--- src/sv/tscj_pkg.sv ---
`timescale 1ns / 1ps
// Shared types and constants of the thumb-shift chord judge.
// Used by every module of the block but tscj_ram; depends on nothing.
package tscj_pkg;

  localparam int unsigned PENDING_DEPTH_DEFAULT = 8;
  localparam int unsigned PEND_WIDTH            = 17;

  localparam logic [15:0] TIMEOUT_RESET = 16'd150;
  localparam logic [15:0] OVERLAP_RESET = 16'd20;

  localparam logic REG_TIMEOUT = 1'b0;
  localparam logic REG_OVERLAP = 1'b1;

  localparam logic [1:0] CMD_PRESS   = 2'd0;
  localparam logic [1:0] CMD_RELEASE = 2'd1;
  localparam logic [1:0] CMD_TIMER   = 2'd2;
  localparam logic [1:0] CMD_CLEAR   = 2'd3;

  localparam logic [1:0] CLS_OUTSIDE = 2'd0;
  localparam logic [1:0] CLS_CHAR    = 2'd1;
  localparam logic [1:0] CLS_THUMB   = 2'd2;
  localparam logic [1:0] CLS_OTHER   = 2'd3;

  localparam logic [2:0] KIND_DONE       = 3'd0;
  localparam logic [2:0] KIND_CHAR_DOWN  = 3'd1;
  localparam logic [2:0] KIND_CHAR_UP    = 3'd2;
  localparam logic [2:0] KIND_THUMB_DOWN = 3'd3;
  localparam logic [2:0] KIND_THUMB_UP   = 3'd4;
  localparam logic [2:0] KIND_COMBO_DOWN = 3'd5;
  localparam logic [2:0] KIND_COMBO_UP   = 3'd6;
  localparam logic [2:0] KIND_REPLAY     = 3'd7;

  typedef struct packed {
    logic [1:0]  command;
    logic [1:0]  key_class;
    logic [15:0] key_code;
    logic [15:0] time_ms;
  } in_item_t;

  typedef struct packed {
    logic [2:0]  kind;
    logic [15:0] char_code;
    logic [15:0] thumb_code;
    logic [15:0] replay_code;
    logic        replay_pressed;
    logic        consumed;
    logic        last;
  } out_item_t;

  typedef enum logic [2:0] {
    PH_IDLE,
    PH_C,
    PH_T,
    PH_CT,
    PH_TC
  } phase_e;

  typedef enum logic [2:0] {
    PRIM_CU,
    PRIM_TU,
    PRIM_MU,
    PRIM_CD,
    PRIM_TD,
    PRIM_MD
  } prim_e;

  typedef enum logic [1:0] {
    ACT_NONE,
    ACT_DOWN,
    ACT_UP
  } act_e;

  typedef enum logic [1:0] {
    TGT_C,
    TGT_T,
    TGT_M
  } tgt_e;

  typedef enum logic [2:0] {
    STEP_CO_C,
    STEP_CO_T,
    STEP_CO_M,
    STEP_DN,
    STEP_UP,
    STEP_END
  } step_e;

  typedef enum logic [2:0] {
    CS_IDLE,
    CS_DIFF,
    CS_JUDGE,
    CS_STEP,
    CS_FLUSH_RD,
    CS_FLUSH_EMIT,
    CS_COMMIT,
    CS_DONE
  } ctl_state_e;

  typedef struct packed {
    phase_e next_phase;
    logic   load_char;
    logic   load_thumb;
    logic   clear_all;
    logic   buffer;
    logic   consumed;
  } commit_t;

  typedef struct packed {
    logic    latch;
    logic    diff;
    logic    prim_en;
    prim_e   prim;
    logic    replay_rd;
    logic    replay_emit;
    logic    commit;
    logic    done_emit;
    commit_t plan;
  } dp_cmd_t;

  typedef struct packed {
    phase_e     phase;
    logic [1:0] command;
    logic [1:0] key_class;
    logic       match_char;
    logic       match_thumb;
    logic       late_char;
    logic       late_thumb;
    logic       ct_earlier;
    logic       tc_earlier;
    logic       ct_split;
    logic       tc_split;
    logic       sent_char;
    logic       sent_thumb;
    logic       sent_combo;
    logic       char_valid;
    logic       thumb_valid;
    logic       fill_nz;
    logic       replay_last;
    logic       out_free;
  } dp_status_t;

endpackage

--- src/sv/tscj_ram.sv ---
`timescale 1ns / 1ps
// Generic single-write, single-read RAM with a registered read port.
// Stands alone; holds the buffered other-key requests.
module tscj_ram #(
  parameter int unsigned WIDTH = 17,
  parameter int unsigned DEPTH = 8
) (
  input  logic                                   clk_i,
  input  logic                                   we_i,
  input  logic [((DEPTH > 1) ? $clog2(DEPTH) : 1)-1:0] waddr_i,
  input  logic [WIDTH-1:0]                       wdata_i,
  input  logic                                   re_i,
  input  logic [((DEPTH > 1) ? $clog2(DEPTH) : 1)-1:0] raddr_i,
  output logic [WIDTH-1:0]                       rdata_o
);

  logic [WIDTH-1:0] mem_q [DEPTH];
  logic [WIDTH-1:0] rdata_q;

  always_ff @(posedge clk_i) begin
    if (we_i) begin
      mem_q[waddr_i] <= wdata_i;
    end
    if (re_i) begin
      rdata_q <= mem_q[raddr_i];
    end
  end

  assign rdata_o = rdata_q;

endmodule

--- src/sv/tscj_ctrl.sv ---
`timescale 1ns / 1ps
// Controller of the chord judge: judges each request and sequences the actions.
// Depends on tscj_pkg; drives the datapath through dp_cmd_t.
module tscj_ctrl (
  input  logic                 clk_i,
  input  logic                 rst_ni,
  input  logic                 in_valid_i,
  output logic                 in_stall_o,
  input  tscj_pkg::dp_status_t status_i,
  output tscj_pkg::dp_cmd_t    cmd_o
);
  import tscj_pkg::*;

  ctl_state_e state_q, state_d;
  step_e      step_q, step_d;
  act_e       act_q, act_d;
  tgt_e       tgt_q, tgt_d;
  commit_t    plan_q, plan_d;

  act_e    jact;
  tgt_e    jtgt;
  commit_t jplan;
  logic    is_other;
  logic    need_down;
  logic    guard;
  prim_e   step_prim;
  step_e   step_next;

  always_comb begin
    jact  = ACT_NONE;
    jtgt  = TGT_C;
    jplan = '0;
    jplan.next_phase = status_i.phase;
    jplan.consumed   = 1'b1;
    is_other = 1'b0;
    case (status_i.command)
      CMD_TIMER: begin
        case (status_i.phase)
          PH_C: begin
            jact = ACT_DOWN; jtgt = TGT_C;
          end
          PH_T: begin
            jact = ACT_DOWN; jtgt = TGT_T;
          end
          PH_CT, PH_TC: begin
            jact = ACT_DOWN; jtgt = TGT_M;
          end
          default: ;
        endcase
      end
      CMD_CLEAR: begin
        jplan.clear_all  = 1'b1;
        jplan.next_phase = PH_IDLE;
        case (status_i.phase)
          PH_C: begin
            jact = ACT_UP; jtgt = TGT_C;
          end
          PH_T: begin
            jact = ACT_UP; jtgt = TGT_T;
          end
          PH_CT, PH_TC: begin
            jact = ACT_UP; jtgt = TGT_M;
          end
          default: ;
        endcase
      end
      CMD_PRESS: begin
        if (status_i.key_class == CLS_CHAR) begin
          jplan.load_char = 1'b1;
          case (status_i.phase)
            PH_IDLE: jplan.next_phase = PH_C;
            PH_C: begin
              jact = ACT_UP; jtgt = TGT_C;
            end
            PH_T: begin
              if (status_i.late_thumb) begin
                jact = ACT_UP; jtgt = TGT_T; jplan.next_phase = PH_C;
              end else begin
                jplan.next_phase = PH_TC;
              end
            end
            PH_CT: begin
              jact = ACT_UP;
              if (status_i.late_thumb || status_i.ct_earlier) begin
                jtgt = TGT_M; jplan.next_phase = PH_C;
              end else begin
                jtgt = TGT_C; jplan.next_phase = PH_TC;
              end
            end
            default: begin
              jact = ACT_UP; jtgt = TGT_M; jplan.next_phase = PH_C;
            end
          endcase
        end else if (status_i.key_class == CLS_THUMB) begin
          jplan.load_thumb = 1'b1;
          case (status_i.phase)
            PH_IDLE: jplan.next_phase = PH_T;
            PH_C: begin
              if (status_i.late_char) begin
                jact = ACT_UP; jtgt = TGT_C; jplan.next_phase = PH_T;
              end else begin
                jplan.next_phase = PH_CT;
              end
            end
            PH_T: begin
              jact = ACT_UP; jtgt = TGT_T;
            end
            PH_CT: begin
              jact = ACT_UP; jtgt = TGT_M; jplan.next_phase = PH_T;
            end
            default: begin
              jact = ACT_UP;
              if (status_i.late_char || status_i.tc_earlier) begin
                jtgt = TGT_M; jplan.next_phase = PH_T;
              end else begin
                jtgt = TGT_T; jplan.next_phase = PH_CT;
              end
            end
          endcase
        end else begin
          is_other = 1'b1;
        end
      end
      CMD_RELEASE: begin
        if (status_i.key_class != CLS_OUTSIDE) begin
          case (status_i.phase)
            PH_C: begin
              if (status_i.match_char) begin
                jact = ACT_UP; jtgt = TGT_C; jplan.next_phase = PH_IDLE;
              end
            end
            PH_T: begin
              if (status_i.match_thumb) begin
                jact = ACT_UP; jtgt = TGT_T; jplan.next_phase = PH_IDLE;
              end
            end
            PH_CT: begin
              if (status_i.match_char && status_i.ct_split) begin
                jact = ACT_UP; jtgt = TGT_C; jplan.next_phase = PH_T;
              end else if (status_i.match_char || status_i.match_thumb) begin
                jact = ACT_UP; jtgt = TGT_M; jplan.next_phase = PH_IDLE;
              end
            end
            PH_TC: begin
              if (status_i.match_thumb && status_i.tc_split) begin
                jact = ACT_UP; jtgt = TGT_T; jplan.next_phase = PH_C;
              end else if (status_i.match_thumb || status_i.match_char) begin
                jact = ACT_UP; jtgt = TGT_M; jplan.next_phase = PH_IDLE;
              end
            end
            default: ;
          endcase
        end else begin
          is_other = 1'b1;
        end
      end
      default: ;
    endcase
    if (is_other) begin
      if (status_i.phase == PH_IDLE) begin
        jplan.consumed = 1'b0;
      end else begin
        jplan.buffer = 1'b1;
      end
    end
  end

  always_comb begin
    case (jtgt)
      TGT_C:   need_down = !status_i.sent_char && status_i.char_valid;
      TGT_T:   need_down = !status_i.sent_thumb && status_i.thumb_valid;
      default: need_down = !status_i.sent_combo && status_i.char_valid && status_i.thumb_valid;
    endcase
  end

  always_comb begin
    case (step_q)
      STEP_CO_C: begin
        step_prim = PRIM_CU; guard = status_i.sent_char; step_next = STEP_CO_T;
      end
      STEP_CO_T: begin
        step_prim = PRIM_TU; guard = status_i.sent_thumb; step_next = STEP_CO_M;
      end
      STEP_CO_M: begin
        step_prim = PRIM_MU; guard = status_i.sent_combo; step_next = STEP_DN;
      end
      STEP_DN: begin
        case (tgt_q)
          TGT_C:   step_prim = PRIM_CD;
          TGT_T:   step_prim = PRIM_TD;
          default: step_prim = PRIM_MD;
        endcase
        guard     = 1'b1;
        step_next = (act_q == ACT_UP) ? STEP_UP : STEP_END;
      end
      STEP_UP: begin
        case (tgt_q)
          TGT_C:   step_prim = PRIM_CU;
          TGT_T:   step_prim = PRIM_TU;
          default: step_prim = PRIM_MU;
        endcase
        guard     = 1'b1;
        step_next = STEP_END;
      end
      default: begin
        step_prim = PRIM_CU; guard = 1'b0; step_next = STEP_END;
      end
    endcase
  end

  always_comb begin
    state_d    = state_q;
    step_d     = step_q;
    act_d      = act_q;
    tgt_d      = tgt_q;
    plan_d     = plan_q;
    in_stall_o = 1'b1;
    cmd_o      = '0;
    cmd_o.prim = step_prim;
    cmd_o.plan = plan_q;
    case (state_q)
      CS_IDLE: begin
        in_stall_o = 1'b0;
        if (in_valid_i) begin
          cmd_o.latch = 1'b1;
          state_d     = CS_DIFF;
        end
      end
      CS_DIFF: begin
        cmd_o.diff = 1'b1;
        state_d    = CS_JUDGE;
      end
      CS_JUDGE: begin
        act_d  = jact;
        tgt_d  = jtgt;
        plan_d = jplan;
        if (jact == ACT_NONE) begin
          state_d = CS_COMMIT;
        end else begin
          state_d = CS_STEP;
          step_d  = (jact == ACT_UP && !need_down) ? STEP_UP : STEP_CO_C;
        end
      end
      CS_STEP: begin
        if (step_q == STEP_END) begin
          state_d = CS_COMMIT;
        end else if (!guard) begin
          step_d = step_next;
        end else if (status_i.out_free) begin
          cmd_o.prim_en = 1'b1;
          step_d        = step_next;
          if (status_i.fill_nz) begin
            state_d = CS_FLUSH_RD;
          end
        end
      end
      CS_FLUSH_RD: begin
        cmd_o.replay_rd = 1'b1;
        state_d         = CS_FLUSH_EMIT;
      end
      CS_FLUSH_EMIT: begin
        if (status_i.out_free) begin
          cmd_o.replay_emit = 1'b1;
          state_d = status_i.replay_last ? CS_STEP : CS_FLUSH_RD;
        end
      end
      CS_COMMIT: begin
        cmd_o.commit = 1'b1;
        state_d      = CS_DONE;
      end
      CS_DONE: begin
        if (status_i.out_free) begin
          cmd_o.done_emit = 1'b1;
          state_d         = CS_IDLE;
        end
      end
      default: state_d = CS_IDLE;
    endcase
  end

  always_ff @(posedge clk_i or negedge rst_ni) begin
    if (!rst_ni) begin
      state_q <= CS_IDLE;
      step_q  <= STEP_END;
      act_q   <= ACT_NONE;
      tgt_q   <= TGT_C;
      plan_q  <= '0;
    end else begin
      state_q <= state_d;
      step_q  <= step_d;
      act_q   <= act_d;
      tgt_q   <= tgt_d;
      plan_q  <= plan_d;
    end
  end

endmodule

--- src/sv/tscj_dp.sv ---
`timescale 1ns / 1ps
// Datapath of the chord judge: held keys, time differences, flags, replay buffer, result register.
// Depends on tscj_pkg and tscj_ram; obeys dp_cmd_t from tscj_ctrl.
module tscj_dp #(
  parameter int unsigned PENDING_DEPTH = tscj_pkg::PENDING_DEPTH_DEFAULT
) (
  input  logic                 clk_i,
  input  logic                 rst_ni,
  input  tscj_pkg::dp_cmd_t    cmd_i,
  output tscj_pkg::dp_status_t status_o,
  input  tscj_pkg::in_item_t   in_item_i,
  input  logic [15:0]          timeout_i,
  input  logic [15:0]          overlap_i,
  input  logic                 out_stall_i,
  output logic                 out_valid_o,
  output tscj_pkg::out_item_t  out_item_o
);
  import tscj_pkg::*;

  localparam int unsigned AW = (PENDING_DEPTH > 1) ? $clog2(PENDING_DEPTH) : 1;
  localparam int unsigned FW = $clog2(PENDING_DEPTH + 1);

  in_item_t  item_q;
  phase_e    phase_q, phase_d;
  logic [15:0] held_char_q, held_char_d, held_thumb_q, held_thumb_d;
  logic [15:0] char_stamp_q, char_stamp_d, thumb_stamp_q, thumb_stamp_d;
  logic      sc_q, sc_d, st_q, st_d, sm_q, sm_d, cv_q, cv_d, tv_q, tv_d;
  logic [FW-1:0] fill_q, fill_d;
  logic [AW-1:0] rp_q, rp_d;
  logic [15:0] d_now_ts_q, d_now_cs_q, d_ts_cs_q, d_cs_ts_q;
  logic      out_valid_q, out_valid_d;
  out_item_t out_q, out_d;

  logic                  out_free;
  logic                  replay_last;
  logic                  ram_we;
  logic [PEND_WIDTH-1:0] ram_wdata;
  logic [PEND_WIDTH-1:0] ram_rdata;
  logic                  put;
  out_item_t             put_item;

  assign out_free    = !out_valid_q || !out_stall_i;
  assign replay_last = (FW'(rp_q) + FW'(1)) == fill_q;
  assign ram_we      = cmd_i.commit && cmd_i.plan.buffer && (fill_q < FW'(PENDING_DEPTH));
  assign ram_wdata   = {item_q.command == CMD_PRESS, item_q.key_code};

  tscj_ram #(
    .WIDTH (PEND_WIDTH),
    .DEPTH (PENDING_DEPTH)
  ) u_pend_ram (
    .clk_i   (clk_i),
    .we_i    (ram_we),
    .waddr_i (fill_q[AW-1:0]),
    .wdata_i (ram_wdata),
    .re_i    (cmd_i.replay_rd),
    .raddr_i (rp_q),
    .rdata_o (ram_rdata)
  );

  always_comb begin
    status_o             = '0;
    status_o.phase       = phase_q;
    status_o.command     = item_q.command;
    status_o.key_class   = item_q.key_class;
    status_o.match_char  = cv_q && (held_char_q == item_q.key_code);
    status_o.match_thumb = tv_q && (held_thumb_q == item_q.key_code);
    status_o.late_char   = d_now_cs_q > timeout_i;
    status_o.late_thumb  = d_now_ts_q > timeout_i;
    status_o.ct_earlier  = d_ts_cs_q < d_now_ts_q;
    status_o.tc_earlier  = d_cs_ts_q < d_now_cs_q;
    status_o.ct_split    = !(d_ts_cs_q < d_now_ts_q) && (d_now_ts_q < overlap_i);
    status_o.tc_split    = !(d_cs_ts_q < d_now_cs_q) && (d_now_cs_q < overlap_i);
    status_o.sent_char   = sc_q;
    status_o.sent_thumb  = st_q;
    status_o.sent_combo  = sm_q;
    status_o.char_valid  = cv_q;
    status_o.thumb_valid = tv_q;
    status_o.fill_nz     = fill_q != '0;
    status_o.replay_last = replay_last;
    status_o.out_free    = out_free;
  end

  always_comb begin
    put      = 1'b0;
    put_item = '0;
    case (cmd_i.prim)
      PRIM_CU: begin
        put = cv_q; put_item.kind = KIND_CHAR_UP; put_item.char_code = held_char_q;
      end
      PRIM_TU: begin
        put = tv_q; put_item.kind = KIND_THUMB_UP; put_item.thumb_code = held_thumb_q;
      end
      PRIM_MU: begin
        put = cv_q && tv_q; put_item.kind = KIND_COMBO_UP;
        put_item.char_code = held_char_q; put_item.thumb_code = held_thumb_q;
      end
      PRIM_CD: begin
        put = cv_q; put_item.kind = KIND_CHAR_DOWN; put_item.char_code = held_char_q;
      end
      PRIM_TD: begin
        put = tv_q; put_item.kind = KIND_THUMB_DOWN; put_item.thumb_code = held_thumb_q;
      end
      PRIM_MD: begin
        put = cv_q && tv_q; put_item.kind = KIND_COMBO_DOWN;
        put_item.char_code = held_char_q; put_item.thumb_code = held_thumb_q;
      end
      default: ;
    endcase
  end

  always_comb begin
    phase_d       = phase_q;
    held_char_d   = held_char_q;
    held_thumb_d  = held_thumb_q;
    char_stamp_d  = char_stamp_q;
    thumb_stamp_d = thumb_stamp_q;
    sc_d = sc_q; st_d = st_q; sm_d = sm_q; cv_d = cv_q; tv_d = tv_q;
    fill_d      = fill_q;
    rp_d        = rp_q;
    out_valid_d = out_valid_q && out_stall_i;
    out_d       = out_q;
    if (cmd_i.prim_en) begin
      if (put) begin
        out_valid_d = 1'b1;
        out_d       = put_item;
      end
      case (cmd_i.prim)
        PRIM_CU: begin
          sc_d = 1'b0; cv_d = 1'b0;
        end
        PRIM_TU: begin
          st_d = 1'b0; tv_d = 1'b0;
        end
        PRIM_MU: begin
          sm_d = 1'b0; cv_d = 1'b0; tv_d = 1'b0;
        end
        PRIM_CD: sc_d = 1'b1;
        PRIM_TD: st_d = 1'b1;
        PRIM_MD: sm_d = 1'b1;
        default: ;
      endcase
    end
    if (cmd_i.replay_emit) begin
      out_valid_d          = 1'b1;
      out_d                = '0;
      out_d.kind           = KIND_REPLAY;
      out_d.replay_code    = ram_rdata[15:0];
      out_d.replay_pressed = ram_rdata[PEND_WIDTH-1];
      if (replay_last) begin
        rp_d   = '0;
        fill_d = '0;
      end else begin
        rp_d = rp_q + AW'(1);
      end
    end
    if (cmd_i.commit) begin
      phase_d = cmd_i.plan.next_phase;
      if (cmd_i.plan.clear_all) begin
        sc_d = 1'b0; st_d = 1'b0; sm_d = 1'b0; cv_d = 1'b0; tv_d = 1'b0;
      end
      if (cmd_i.plan.load_char) begin
        held_char_d  = item_q.key_code;
        char_stamp_d = item_q.time_ms;
        cv_d         = 1'b1;
      end
      if (cmd_i.plan.load_thumb) begin
        held_thumb_d  = item_q.key_code;
        thumb_stamp_d = item_q.time_ms;
        tv_d          = 1'b1;
      end
      if (ram_we) begin
        fill_d = fill_q + FW'(1);
      end
    end
    if (cmd_i.done_emit) begin
      out_valid_d    = 1'b1;
      out_d          = '0;
      out_d.kind     = KIND_DONE;
      out_d.consumed = cmd_i.plan.consumed;
      out_d.last     = 1'b1;
    end
  end

  always_ff @(posedge clk_i) begin
    if (cmd_i.latch) begin
      item_q <= in_item_i;
    end
    if (cmd_i.diff) begin
      d_now_ts_q <= item_q.time_ms - thumb_stamp_q;
      d_now_cs_q <= item_q.time_ms - char_stamp_q;
      d_ts_cs_q  <= thumb_stamp_q - char_stamp_q;
      d_cs_ts_q  <= char_stamp_q - thumb_stamp_q;
    end
    held_char_q  <= held_char_d;
    held_thumb_q <= held_thumb_d;
    out_q        <= out_d;
  end

  always_ff @(posedge clk_i or negedge rst_ni) begin
    if (!rst_ni) begin
      phase_q       <= PH_IDLE;
      char_stamp_q  <= '0;
      thumb_stamp_q <= '0;
      sc_q          <= 1'b0;
      st_q          <= 1'b0;
      sm_q          <= 1'b0;
      cv_q          <= 1'b0;
      tv_q          <= 1'b0;
      fill_q        <= '0;
      rp_q          <= '0;
      out_valid_q   <= 1'b0;
    end else begin
      phase_q       <= phase_d;
      char_stamp_q  <= char_stamp_d;
      thumb_stamp_q <= thumb_stamp_d;
      sc_q          <= sc_d;
      st_q          <= st_d;
      sm_q          <= sm_d;
      cv_q          <= cv_d;
      tv_q          <= tv_d;
      fill_q        <= fill_d;
      rp_q          <= rp_d;
      out_valid_q   <= out_valid_d;
    end
  end

  assign out_valid_o = out_valid_q;
  assign out_item_o  = out_q;

  a_emit_slot: assert property (@(posedge clk_i) disable iff (!rst_ni)
    (cmd_i.prim_en || cmd_i.replay_emit || cmd_i.done_emit) |-> out_free)
    else $error("Result issued while the output register is still held.");

  a_replay_nonempty: assert property (@(posedge clk_i) disable iff (!rst_ni)
    cmd_i.replay_rd |-> (fill_q != '0))
    else $error("Replay read issued with an empty buffer.");

  a_replay_drain: assert property (@(posedge clk_i) disable iff (!rst_ni)
    (cmd_i.replay_emit && replay_last) |=> (fill_q == '0))
    else $error("Buffer not emptied after its last replayed entry.");

endmodule

--- src/sv/thumb_shift_chord_judge_unit.sv ---
`timescale 1ns / 1ps
// Top level of the thumb-shift chord judge: configuration registers and the two halves.
// Depends on tscj_pkg, tscj_ctrl and tscj_dp (which holds tscj_ram).
//
// Each key, timer or clear request is taken one at a time and answered by a sequence of
// results that always ends with a done item marked last. A request that causes no action
// passes through capture, time differences, judge, state update and the done result.
// An action walks its steps in order: held keys already sent are closed, the press is sent,
// then for a release action the release; a release whose press was already sent goes
// straight to the release. The state update and the done result follow. Every buffered
// other-key request is replayed by a read and then an emit, since the replay buffer is a
// single RAM with a registered read; at the default depth it holds up to eight requests.
// Output back-pressure holds the sequence until the result register is free.
module thumb_shift_chord_judge_unit #(
  parameter int unsigned PENDING_DEPTH = tscj_pkg::PENDING_DEPTH_DEFAULT
) (
  input  logic                clk_i,
  input  logic                rst_ni,
  input  logic                in_valid_i,
  output logic                in_stall_o,
  input  tscj_pkg::in_item_t  in_item_i,
  output logic                out_valid_o,
  input  logic                out_stall_i,
  output tscj_pkg::out_item_t out_item_o,
  input  logic                psel,
  input  logic                penable,
  input  logic                pwrite,
  input  logic [2:0]          paddr,
  input  logic [31:0]         pwdata,
  output logic [31:0]         prdata,
  output logic                pready
);
  import tscj_pkg::*;

  logic [15:0] timeout_q, timeout_d;
  logic [15:0] overlap_q, overlap_d;
  logic        cfg_wr;
  dp_cmd_t     dp_cmd;
  dp_status_t  dp_status;

  assign pready = 1'b1;
  assign cfg_wr = psel && penable && pwrite;

  always_comb begin
    timeout_d = timeout_q;
    overlap_d = overlap_q;
    if (cfg_wr) begin
      case (paddr[2])
        REG_TIMEOUT: timeout_d = pwdata[15:0];
        REG_OVERLAP: overlap_d = pwdata[15:0];
        default: ;
      endcase
    end
  end

  always_comb begin
    case (paddr[2])
      REG_TIMEOUT: prdata = {16'd0, timeout_q};
      REG_OVERLAP: prdata = {16'd0, overlap_q};
      default:     prdata = '0;
    endcase
  end

  always_ff @(posedge clk_i or negedge rst_ni) begin
    if (!rst_ni) begin
      timeout_q <= TIMEOUT_RESET;
      overlap_q <= OVERLAP_RESET;
    end else begin
      timeout_q <= timeout_d;
      overlap_q <= overlap_d;
    end
  end

  tscj_ctrl u_ctrl (
    .clk_i      (clk_i),
    .rst_ni     (rst_ni),
    .in_valid_i (in_valid_i),
    .in_stall_o (in_stall_o),
    .status_i   (dp_status),
    .cmd_o      (dp_cmd)
  );

  tscj_dp #(
    .PENDING_DEPTH (PENDING_DEPTH)
  ) u_dp (
    .clk_i       (clk_i),
    .rst_ni      (rst_ni),
    .cmd_i       (dp_cmd),
    .status_o    (dp_status),
    .in_item_i   (in_item_i),
    .timeout_i   (timeout_q),
    .overlap_i   (overlap_q),
    .out_stall_i (out_stall_i),
    .out_valid_o (out_valid_o),
    .out_item_o  (out_item_o)
  );

endmodule

--- config.mk ---
export PLATFORM = sky130hd
export DESIGN_NAME = thumb_shift_chord_judge_unit
export DESIGN_NICKNAME = d
export VERILOG_FILES = /design/src/sv/tscj_pkg.sv /design/src/sv/tscj_ram.sv /design/src/sv/tscj_ctrl.sv /design/src/sv/tscj_dp.sv /design/src/sv/thumb_shift_chord_judge_unit.sv
export SDC_FILE = /design/constraint.sdc
export NUM_CORES = 1
export LEC_CHECK = 0
export BUFFER_PORTS_ARGS = -buffer_cell sky130_fd_sc_hd__buf_2
export CAP_MARGIN = 20
export CORE_ASPECT_RATIO = 0.9
export CORE_MARGIN = 2
export CORE_UTILIZATION = 35
export DETAILED_ROUTE_END_ITERATION = 6
export HOLD_SLACK_MARGIN = 0.05
export PLACE_DENSITY = 0.59
export SETUP_SLACK_MARGIN = 0.02
export SYNTH_ARGS = -nofsm -noshare
export SYNTH_HDL_FRONTEND = slang
export SYNTH_SLANG_ARGS = --single-unit
--- constraint.sdc ---
create_clock -name clk_i -period 18.5 [get_ports clk_i]
set_input_delay 2.775 -clock clk_i [delete_from_list [all_inputs] [get_ports clk_i]]
set_output_delay 2.775 -clock clk_i [all_outputs]
set_load 0.05 [all_outputs]
---- After elaboration in Yosys (flattened, before gate mapping) ----
Memories as Yosys holds them, arrays and structs flattened. A register that Yosys moved wholly into a read port is not among the register bits.
Index checks and enable logic that the tools add are counted.
word-level totals
  memories kept ........................... 1
  memory bits (writable) .................. 136
  input port bits ......................... 78
  memory bits (read-only) ................. 0
  latch bits .............................. 0
  register bits ........................... 284
  output and inout port bits .............. 89
operators by class
  reductions and logical operators ........ 67
  equality and inequality tests ........... 42
  bitwise logic cells ..................... 1
  $lt $le $gt $ge ......................... 7
  multiplexer cells ....................... 134
  divide/modulo/power cells ............... 0
  multipliers ............................. 0
  shift operators ......................... 0
  add/subtract/negate cells ............... 7
memories
  name                   depth  bits a word  read ports  clocked after Yosys merged registers in  write ports  RTL line        RTL
  u_dp.u_pend_ram.mem_q  8      17           1           1                                        1            tscj_ram.sv:17  logic [WIDTH-1:0] mem_q [DEPTH];
operators by type and width
  cell                                           number
  2-to-1 mux 54 bit                              3
  2-to-1 mux 3 bit                               25
  less-than comparator 16 bit                    4
  case mux 32 bit (2 select lines)               1
  subtractor 16 bit                              4
  2-to-1 mux 1 bit                               51
  2-to-1 mux 2 bit                               21
  case mux 3 bit (4 select lines)                3
  == test 16 bit                                 2
  greater-than comparator 16 bit                 2
  2-to-1 mux 16 bit                              2
  == test 3 bit, second input constant           9
  case mux 3 bit (3 select lines)                3
  == test 3 x 2 -> 1 bit, second input constant  8
  case mux 2 bit (3 select lines)                4
  case mux 3 bit (8 select lines)                1
  OR reduction 2 bit                             11
  case mux 3 bit (6 select lines)                1
  logical AND 1 bit                              17
  2-to-1 mux 4 bit                               4
  case mux 2 bit (2 select lines)                4
  case mux 2 bit (4 select lines)                2
  AND reduction 2 bit                            7
  == test 3 x 1 -> 1 bit, second input constant  4
  26 further kinds                               65

---- Logic depth before layout (Yosys ltp) ----
Gate-level depths: netlist (run 1).
  depth in word-level cells ............... 15
  depth in mapped cells ................... 13

---- Hierarchy ----
From an unflattened synthesis (run 1), not the netlist that was laid out.
unflattened totals
  cell total of the unflattened synthesis .. 1885
  area total of the unflattened synthesis .. 22589.2 µm²
modules (own cells, without submodules)
  module                        area an instance (µm²)  sequential area each (µm²)  instances  cells each
  tscj_dp                       13569.3                 6226.0                      1          1331
  tscj_ram                      5770.5                  4594.4                      1          227
  tscj_ctrl                     1644.1                  452.9                       1          222
  thumb_shift_chord_judge_unit  1605.3                  808.3                       1          105

---- Worst setup path before layout (run 1) ----
OpenSTA, ideal clock, no wires.
  path type ............................... input -> output
  start point ............................. input paddr[2]
  end point ............................... output prdata[15]
  stages .................................. 3
  setup slack ............................. 11.531 ns
  arrival ................................. 4.194 ns
  data required time ...................... 15.725 ns
  path through ............................ clkbuf_1 > clkbuf_1 > o21ai_0
between the ends
  word-level cells in the longest chain between the ends .. 2
ends and longest elaborated chain
  item                                  RTL line                            RTL
  from (decl)                           thumb_shift_chord_judge_unit.sv:28  input logic [2:0] paddr,
  inverter 1 bit (no line)              -
  case mux 32 bit (2 select lines) (*)  thumb_shift_chord_judge_unit.sv:57  case (paddr[2])
  to (decl)                             thumb_shift_chord_judge_unit.sv:30  output logic [31:0] prdata,
Mark *: on every way between the ends. The rest lies on a longest branch, timed or not. The select of a mux whose other input is x is not followed.

---- Worst setup path after layout (run 1) ----
  start point ............................. input paddr[2]
  end point ............................... output prdata[11]
Same word-level chain as after synthesis.

==> summary.txt, run 1 <==
Synth
  • FFs w/ async S/R, synth: between 20% and 30%
  • Register area share after synthesis: 55.84%
  • Ys Warns: 0
  • Synth top area share: 39.55%
  • Mapped Cells: 1764
  • Synth cell count leaders: edfxtp_1, ha_1, nand2_1
  • Largest cells by area after synthesis: edfxtp_1, dfrtp_1, ha_1
  • Synth Register Bits: 436
  • Main synth FF type: edfxtp_1
  • Most frequent cell after synthesis: edfxtp_1
  • Post-synth top area cell: edfxtp_1
  • Yosys cell types: between 90 and 100
  • Syn Std Cell Area: 0.02164 mm²
  • Post-synth EDFFs: 285
  • Syn_area_per_cell: 12.27 µm²

Die
  • Row count: 86
  • Initial Util: between 30% and 40%
  • Core area: 0.06123 mm²
  • DIE AREA: ~0.064 mm²
  • Die span in y: between 200 and 250 µm
  • Die width: 266.1 µm
  • IO Pins: ~170

Global routing
  • GRT Total Usage: 16.35%
  • First-pass GRT wire length: between 80000 and 90000 µm
  • Largest net degree at the start of global routing: 64
  • Initial antenna violation count: 2
  • Number of global-route vias before repair: between 10000 and 15000
  • GRT overflow: 0

Detailed routing
  • Wire per inst: 19.11 µm
  • DR vias: 14190
  • Via density per instance: roughly 5.2
  • Starting DRT DRC Count: 1062
  • Routed WL: 52480 µm
  • Detail Route Antenna Nets: 0
  • # DRC: 0
  • TritonRoute pass-1 iters: 5

STA
  • Setup total negative slack: 0 ns
  • Slew Limit Fails: 0
  • Setup WS post-layout: ~12 ns
  • Slew at the pin with the worst max-slew slack: 1.089 ns
  • Hold Fails Final Rpt: 0
  • Hold Slack: 0.4651 ns
  • F_max: 152.1 MHz
  • Relative slew slack: 27.40%
  • Clock Skews: 0.02115 ns
  • Crit share post-route: a little over a third
  • Final min period: 6.574 ns
  • RSZ-0062 raised after global routing: false
  • Setup violations, final: 0

Worst setup path
  • Critical setup path kind: in2out
  • Crit path required time: 15.73 ns
  • Worst reg-to-reg setup slack: 14.66 ns
  • CP Capture Type: output port
  • Startpoint Class: input pin
  • Reg-to-Reg End: u_ctrl.step_q[2]
  • RR Startpoint: u_dp.item_q[20]
  • Critical path fanouts, max: 33
  • CP endpoint: prdata[11]
  • Reg2Reg Depth: 10
  • Critical Path Source: paddr[2]
  • WP data arrival: between 3 and 4 ns

Layout
  • Layout Cells excl Fill: 2746
  • Share of post-route cells with drive strength above 1: 18.48%
  • Area growth syn-to-layout: 15.31%
  • Nets@finish: around 2200
  • Area of the multi-input gates: 0.008773 mm²
  • FF+latch area: around 0.012 mm²
  • Post-Route Utilization: 40.75%
  • # fillers: 5655

Clock tree
  • Clock transition at path regs: 0.06 ns
  • Post-CTS setup buffer count: 0
  • Max Root-Sink Buffers: 3
  • Clk Latency, worst-skew pair: 0.60 ns
  • CTS root buffer: clkbuf_16
  • CTS tree: built
  • Htree depth: 2
  • CTS Hold Bufs: 0
  • Number of buffers created by CTS: 48
  • Clk sinks: 436
  • Post-CTS Resized: 0

Placed design
  • Post-DP HPWL: 37360 µm
  • Dpl cells: 2655
  • Pre-CTS setup slack: 11.92 ns
  • IO Port Bufs: 131
  • Routability Congestion: roughly 0.86

Power
  • Net Sw Frac: 37.64%
  • Flop pwr share: 35.2%
  • Pleak: 0.009977 µW
  • Max VDD drop: 0.08240 mV
  • Sw power: 1581 µW
  • Power Density: 168.3 mW/mm²
  • P_int: 2619 µW
  • Clk pwr share: about a quarter
  • Comb pwr share: 40.2%

Status
  • Status: complete, no violations

Flow run
  • Max Cap Viol: 0

Hold path
  • HP Class: reg2reg
## stage by stage
| step | power [µW] | cell area [µm²] |
|---|---|---|
| after floorplan | 2709 | 21690 |
| after global placement | 3125 | 23210 |
| after detailed placement | 3170 | 23210 |
| after CTS | 4220 | 24950 |
| after global routing | 4471 | 24950 |
| final | 4200 | 24950 |
## routing by layer
| metal | vias to the layer above | GRT usage (%) | wire, µm |
|---|---|---|---|
| met5 | - | 0 | 13 |
| met4 | 2 | 4.750 | 1277 |
| met3 | 79 | 2.478 | 2341 |
| met2 | 321 | 25.36 | 23510 |
| met1 | 7024 | 23.69 | 25340 |
| li1 | 6764 | - | - |
## state kept, by name, indices dropped and copies added, names as in the netlist, 2 cells and up
| signal | flops |
|---|---|
| u_dp.phase_q | 3 |
| u_dp.char_stamp_q | 16 |
| u_ctrl.step_q | 3 |
| u_dp.item_q | 32 |
| u_ctrl.cmd_o | 8 |
| u_dp.u_pend_ram.rdata_o | 17 |
| u_dp.thumb_stamp_q | 16 |
| u_dp.fill_q | 4 |
| u_ctrl.act_q | 2 |
| timeout_q | 16 |
| u_dp.status_o | 4 |
| u_dp.d_cs_ts_q | 16 |
| u_dp.held_thumb_q | 16 |
| u_dp.d_now_ts_q | 16 |
| u_ctrl.tgt_q | 2 |
| overlap_q | 16 |
| u_ctrl.state_q | 3 |
| u_dp.u_pend_ram.mem_q | 136 |
| u_dp.d_now_cs_q | 16 |
| u_dp.rp_q | 3 |
| u_dp.held_char_q | 16 |
| u_dp.d_ts_cs_q | 15 |
| u_dp.out_item_o | 54 |
## worst min-delay path by stage
stage / startpoint / end / slack (ns) / cells past startpoint
after CTS: u_dp.u_pend_ram.rdata_o[5] / u_dp.out_item_o[8] / 0.46 / 1
after detailed placement: u_dp.u_pend_ram.rdata_o[16] / u_dp.out_item_o[2] / 0.45 / 1
final: u_dp.u_pend_ram.rdata_o[5] / u_dp.out_item_o[8] / 0.47 / 1
after global routing: u_dp.u_pend_ram.rdata_o[10] / u_dp.out_item_o[13] / 0.48 / 1
after floorplan: u_ctrl.cmd_o[3] / u_ctrl.cmd_o[3] / 0.44 / 2
after global placement: u_dp.u_pend_ram.rdata_o[5] / u_dp.out_item_o[8] / 0.45 / 1
## kinds of logic (layout without fill, tap and decap cells)
logic type               Yosys count  count (layout)  share of synthesized area [%]
AO/OA/AOI/OAI                    379             379                          11.87
XOR/XNOR                          74              74                          3.030
adder cells (fa/ha/maj)          162             162                          9.507
buffers and inverters            213             387                          4.054
flip-flops                       436             436                          55.84
multiplexers                      95              95                          6.702
other                              2              18                        0.03471
AND/OR/NAND/NOR                  403             403                          8.969
## placed cells by master, fill, tap and decap left out, types with 44 or more instances in the layout
cell,netlist,layout
mux2_2,55,55
nand2_1,145,145
inv_1,143,143
nor2_1,96,95
buf_2,5,130
dfrtp_1,90,89
clkbuf_16,0,50
a22o_1,50,50
o21ai_0,116,116
edfxtp_1,285,285
xnor2_1,44,44
a21oi_1,73,72
ha_1,158,158
dfxtp_1,53,53
## final cells by class
| type | count | share of cell area, % |
|---|---|---|
| Timing Repair Buffer | 152 | 3.270 |
| Clock inverter | 23 | 1.585 |
| Inverter | 145 | 2.181 |
| Clock buffer | 67 | 5.391 |
| Antenna cell | 1 | 0.01003 |
| Sequential cell | 436 | 48.43 |
| Tap cell | 792 | 3.972 |
| Multi-Input combinational cell | 1130 | 35.16 |
## power by group through the flow
stage	clock, µW	sequential (µW)	combinational (µW)
6_report	1030	1480	1690
2_1_floorplan	0	1510	1200
5_1_grt	1100	1500	1870
3_3_place_gp	0	1490	1630
3_5_place_dp	0	1500	1670
4_1_cts	1060	1480	1680
## critical path: stages
cell and delay, ns:
buf_2 0.40, nand2_1 0.09, o21ai_0 0.18, buf_2 0.34
Note: power is estimated with default switching activity, not from simulation.
==> inputs of run 2 (changes only) <==
- PLACE_DENSITY: 0.59 -> 0.61
- clock period: 18.5 -> 5.6 ns (I/O delays scaled with it)
==> run 2 against run 1 <==
Non-clock buffer count decreased by 1. Setup slack got worse by 10 ns. Wire length fell by 0.22%. Die area is the same. Total power rose to 3.3 times the previous value. First-iteration DRC count rose by 4.3%. Sequential cell count unchanged. Global-route usage rose by 0.10 points. Count of clock-buffer cells in the layout shrank 9. Via count about the same. Clock power grew to 3.1 times the previous value. Final cell count about the same. Largest cell class unchanged.
==> summary.txt, run 2 (synthesis gave the netlist of run 1 again) <==
Clock tree
  • Clock transition at path regs: 0.06 ns (about the same)
  • CTS root buffer: clkbuf_16
  • Number of buffers created by CTS: 48 (unchanged)
  • CTS Hold Bufs: 0 (unchanged)
  • Post-CTS setup buffer count: 0 (unchanged)
  • Htree depth: 2 (unchanged)
  • Post-CTS Resized: 0 (unchanged)
  • Max Root-Sink Buffers: 3 (unchanged)
  • Clk sinks: 436 (unchanged)
  • CTS tree: built
  • Clk Latency, worst-skew pair: 0.60 ns (about the same)

Detailed routing
  • # DRC: 0 (unchanged)
  • Detail Route Antenna Nets: 0 (unchanged)
  • DR vias: 14180 (-0.056%)
  • Wire per inst: 19.06 µm (-0.26%)
  • Routed WL: 52370 µm (-0.22%)
  • Via density per instance: 5.163 (about the same)
  • TritonRoute pass-1 iters: 5 (unchanged)
  • Starting DRT DRC Count: 1108 (+4.3%)

STA
  • Clock Skews: 0.02847 ns (+0.007313 ns)
  • Final min period: 3.845 ns
  • Slew Limit Fails: 0 (unchanged)
  • Crit share post-route: 68.66%
  • Relative slew slack: 27.39% (about the same)
  • Hold Fails Final Rpt: 0 (unchanged)
  • Setup violations, final: 0 (unchanged)
  • Setup total negative slack: 0 ns (unchanged)
  • RSZ-0062 raised after global routing: false
  • Slew at the pin with the worst max-slew slack: 1.087 ns (-0.002188 ns)
  • Setup WS post-layout: 1.755 ns (-10.17 ns)
  • F_max: 260.1 MHz

Worst setup path
  • RR Startpoint: u_ctrl.state_q[1]
  • Reg-to-Reg End: u_dp.out_item_o[41]
  • Reg2Reg Depth: 8 (-2)
  • Max stage delay cell, worst path: nor3b_1
  • Crit path required time: 6.14 ns (-9.59 ns)
  • CP max stage delay: 0.93 ns (+0.53 ns)
  • CP bufs+invs: 1 (-1)
  • Critical path fanouts, max: 16 (-52%)
  • Delay-heaviest family, CP: simple AND/OR/NAND/NOR gates
  • WP data arrival: 4.38 ns (+0.58 ns)
  • Critical setup path kind: reg2reg
  • Crit-path cells: inv_1 > nor2_1 > and2_1 > o21ai_0 > nor3b_1 > nand2_2 > a211oi_4 > a22o_1
  • Worst reg-to-reg setup slack: 1.76 ns (-12.90 ns)
  • Startpoint Class: flop
  • CP Capture Type: flop

Hold path
  • HP Class: in2async

Layout
  • Share of post-route cells with drive strength above 1: 18.46% (-0.023 points)
  • Most common cell after layout, fill and taps aside: edfxtp_1
  • Top reg by flops: u_dp.u_pend_ram.mem_q
  • Most frequent cells in the layout: edfxtp_1, ha_1, nand2_1
  • Max FFs per register: 136 (unchanged)
  • Nets@finish: 2152 (-0.046%)
  • Area growth syn-to-layout: 14.95%

Die
  • Initial Util: 35.34% (unchanged)
  • DIE AREA: 0.06383 mm² (unchanged)
  • Row count: 86 (unchanged)
  • Die width: 266.1 µm (unchanged)
  • Die span in y: 239.9 µm (unchanged)
  • Core area: 0.06123 mm² (unchanged)
  • IO Pins: 167 (unchanged)

Global routing
  • Initial antenna violation count: 5 (+3)
  • First-pass GRT wire length: 81120 µm (+0.72%)
  • GRT Total Usage: 16.45% (+0.10 points)
  • Largest net degree at the start of global routing: 64 (unchanged)
  • GRT overflow: 0 (unchanged)
  • Number of global-route vias before repair: 14000 (-0.31%)

Flow run
  • Max Cap Viol: 0 (unchanged)

Power
  • Power Density: 549.5 mW/mm² (+230%)
  • Max VDD drop: 0.2986 mV (+260%)
  • Pleak: 0.009956 µW (-0.21%)

Status
  • Status: complete, no violations

Placed design
  • Pre-CTS setup slack: 1.827 ns (-10.10 ns)
  • Post-DP HPWL: 37530 µm (+0.46%)
  • IO Port Bufs: 131 (unchanged)
  • Routability Congestion: 0.8709 (+1.8%)
-- run 2: cell types whose count changed in the layout (fill, tap and decap cells not counted), sizes merged --
cell      previous run  this run
clkinv              13        22
buf                152       151
clkbuf              67        58
clkinvlp             0         3
bufinv               8         5
inv                147       145
diode                1         5
-- run 2: metal layers --
| metal | up-vias | share of wire (%) | GRT usage, % | wire length (µm) |
|---|---|---|---|---|
| met5 | - | 0 | 0 | 0 |
| met4 | 0 | 3.1 | 6.027 | 1624 |
| met3 | 88 | 4.8 | 2.427 | 2533 |
| met2 | 399 | 44 | 24.87 | 23190 |
| met1 | 6945 | 48 | 23.95 | 25020 |
| li1 | 6750 | - | - | - |
-- run 2: final cells by class --
cell class	count	area, µm²
Tap cell	792	991.0
Clock inverter	30	331.6
Sequential cell	436	12080
Clock buffer	58	1289
Multi-Input combinational cell	1130	8792
Fill cell	5618	36350
Timing Repair Buffer	151	828.3
Antenna cell	5	12.51
Inverter	145	544.3
-- run 2: worst max path at each step --
stage	from	to	slack (ns)	cells past startpoint
CTS	u_ctrl.state_q[1]	u_dp.out_item_o[38]	1.79	8
global route	u_ctrl.state_q[1]	u_dp.out_item_o[42]	1.53	8
finish	u_ctrl.state_q[1]	u_dp.out_item_o[41]	1.76	8
floorplan	u_ctrl.state_q[0]	u_dp.d_cs_ts_q[0]	1.97	2
detailed placement	u_ctrl.state_q[1]	u_dp.out_item_o[48]	1.83	8
global placement	u_ctrl.state_q[1]	u_dp.out_item_o[48]	1.91	8
-- run 2: where the power goes --
| group | total, µW | internal, µW | leakage, µW | switching [µW] |
|---|---|---|---|---|
| Clock | 3200 | 1880 | 0.000789 | 1320 |
| Combinational | 5540 | 2210 | 0.00491 | 3330 |
| Sequential | 4920 | 4380 | 0.00425 | 540 |
-- run 2: metrics by stage --
stage / utilization (%) / total power (µW) / hold slack, ns / instances / instance area [µm²]
floorplan: - / 8940 / 0.4386 / 1779 / 21700
global placement: 37.91 / 10290 / 0.4500 / 2653 / 23210
detailed placement: 37.91 / 10470 / 0.4491 / 2653 / 23210
CTS: 40.56 / 13720 / 0.3568 / 2741 / 24830
global route: 40.62 / 14600 / 0.3886 / 2747 / 24870
finish: 40.62 / 13670 / 0.3577 / 2747 / 24870
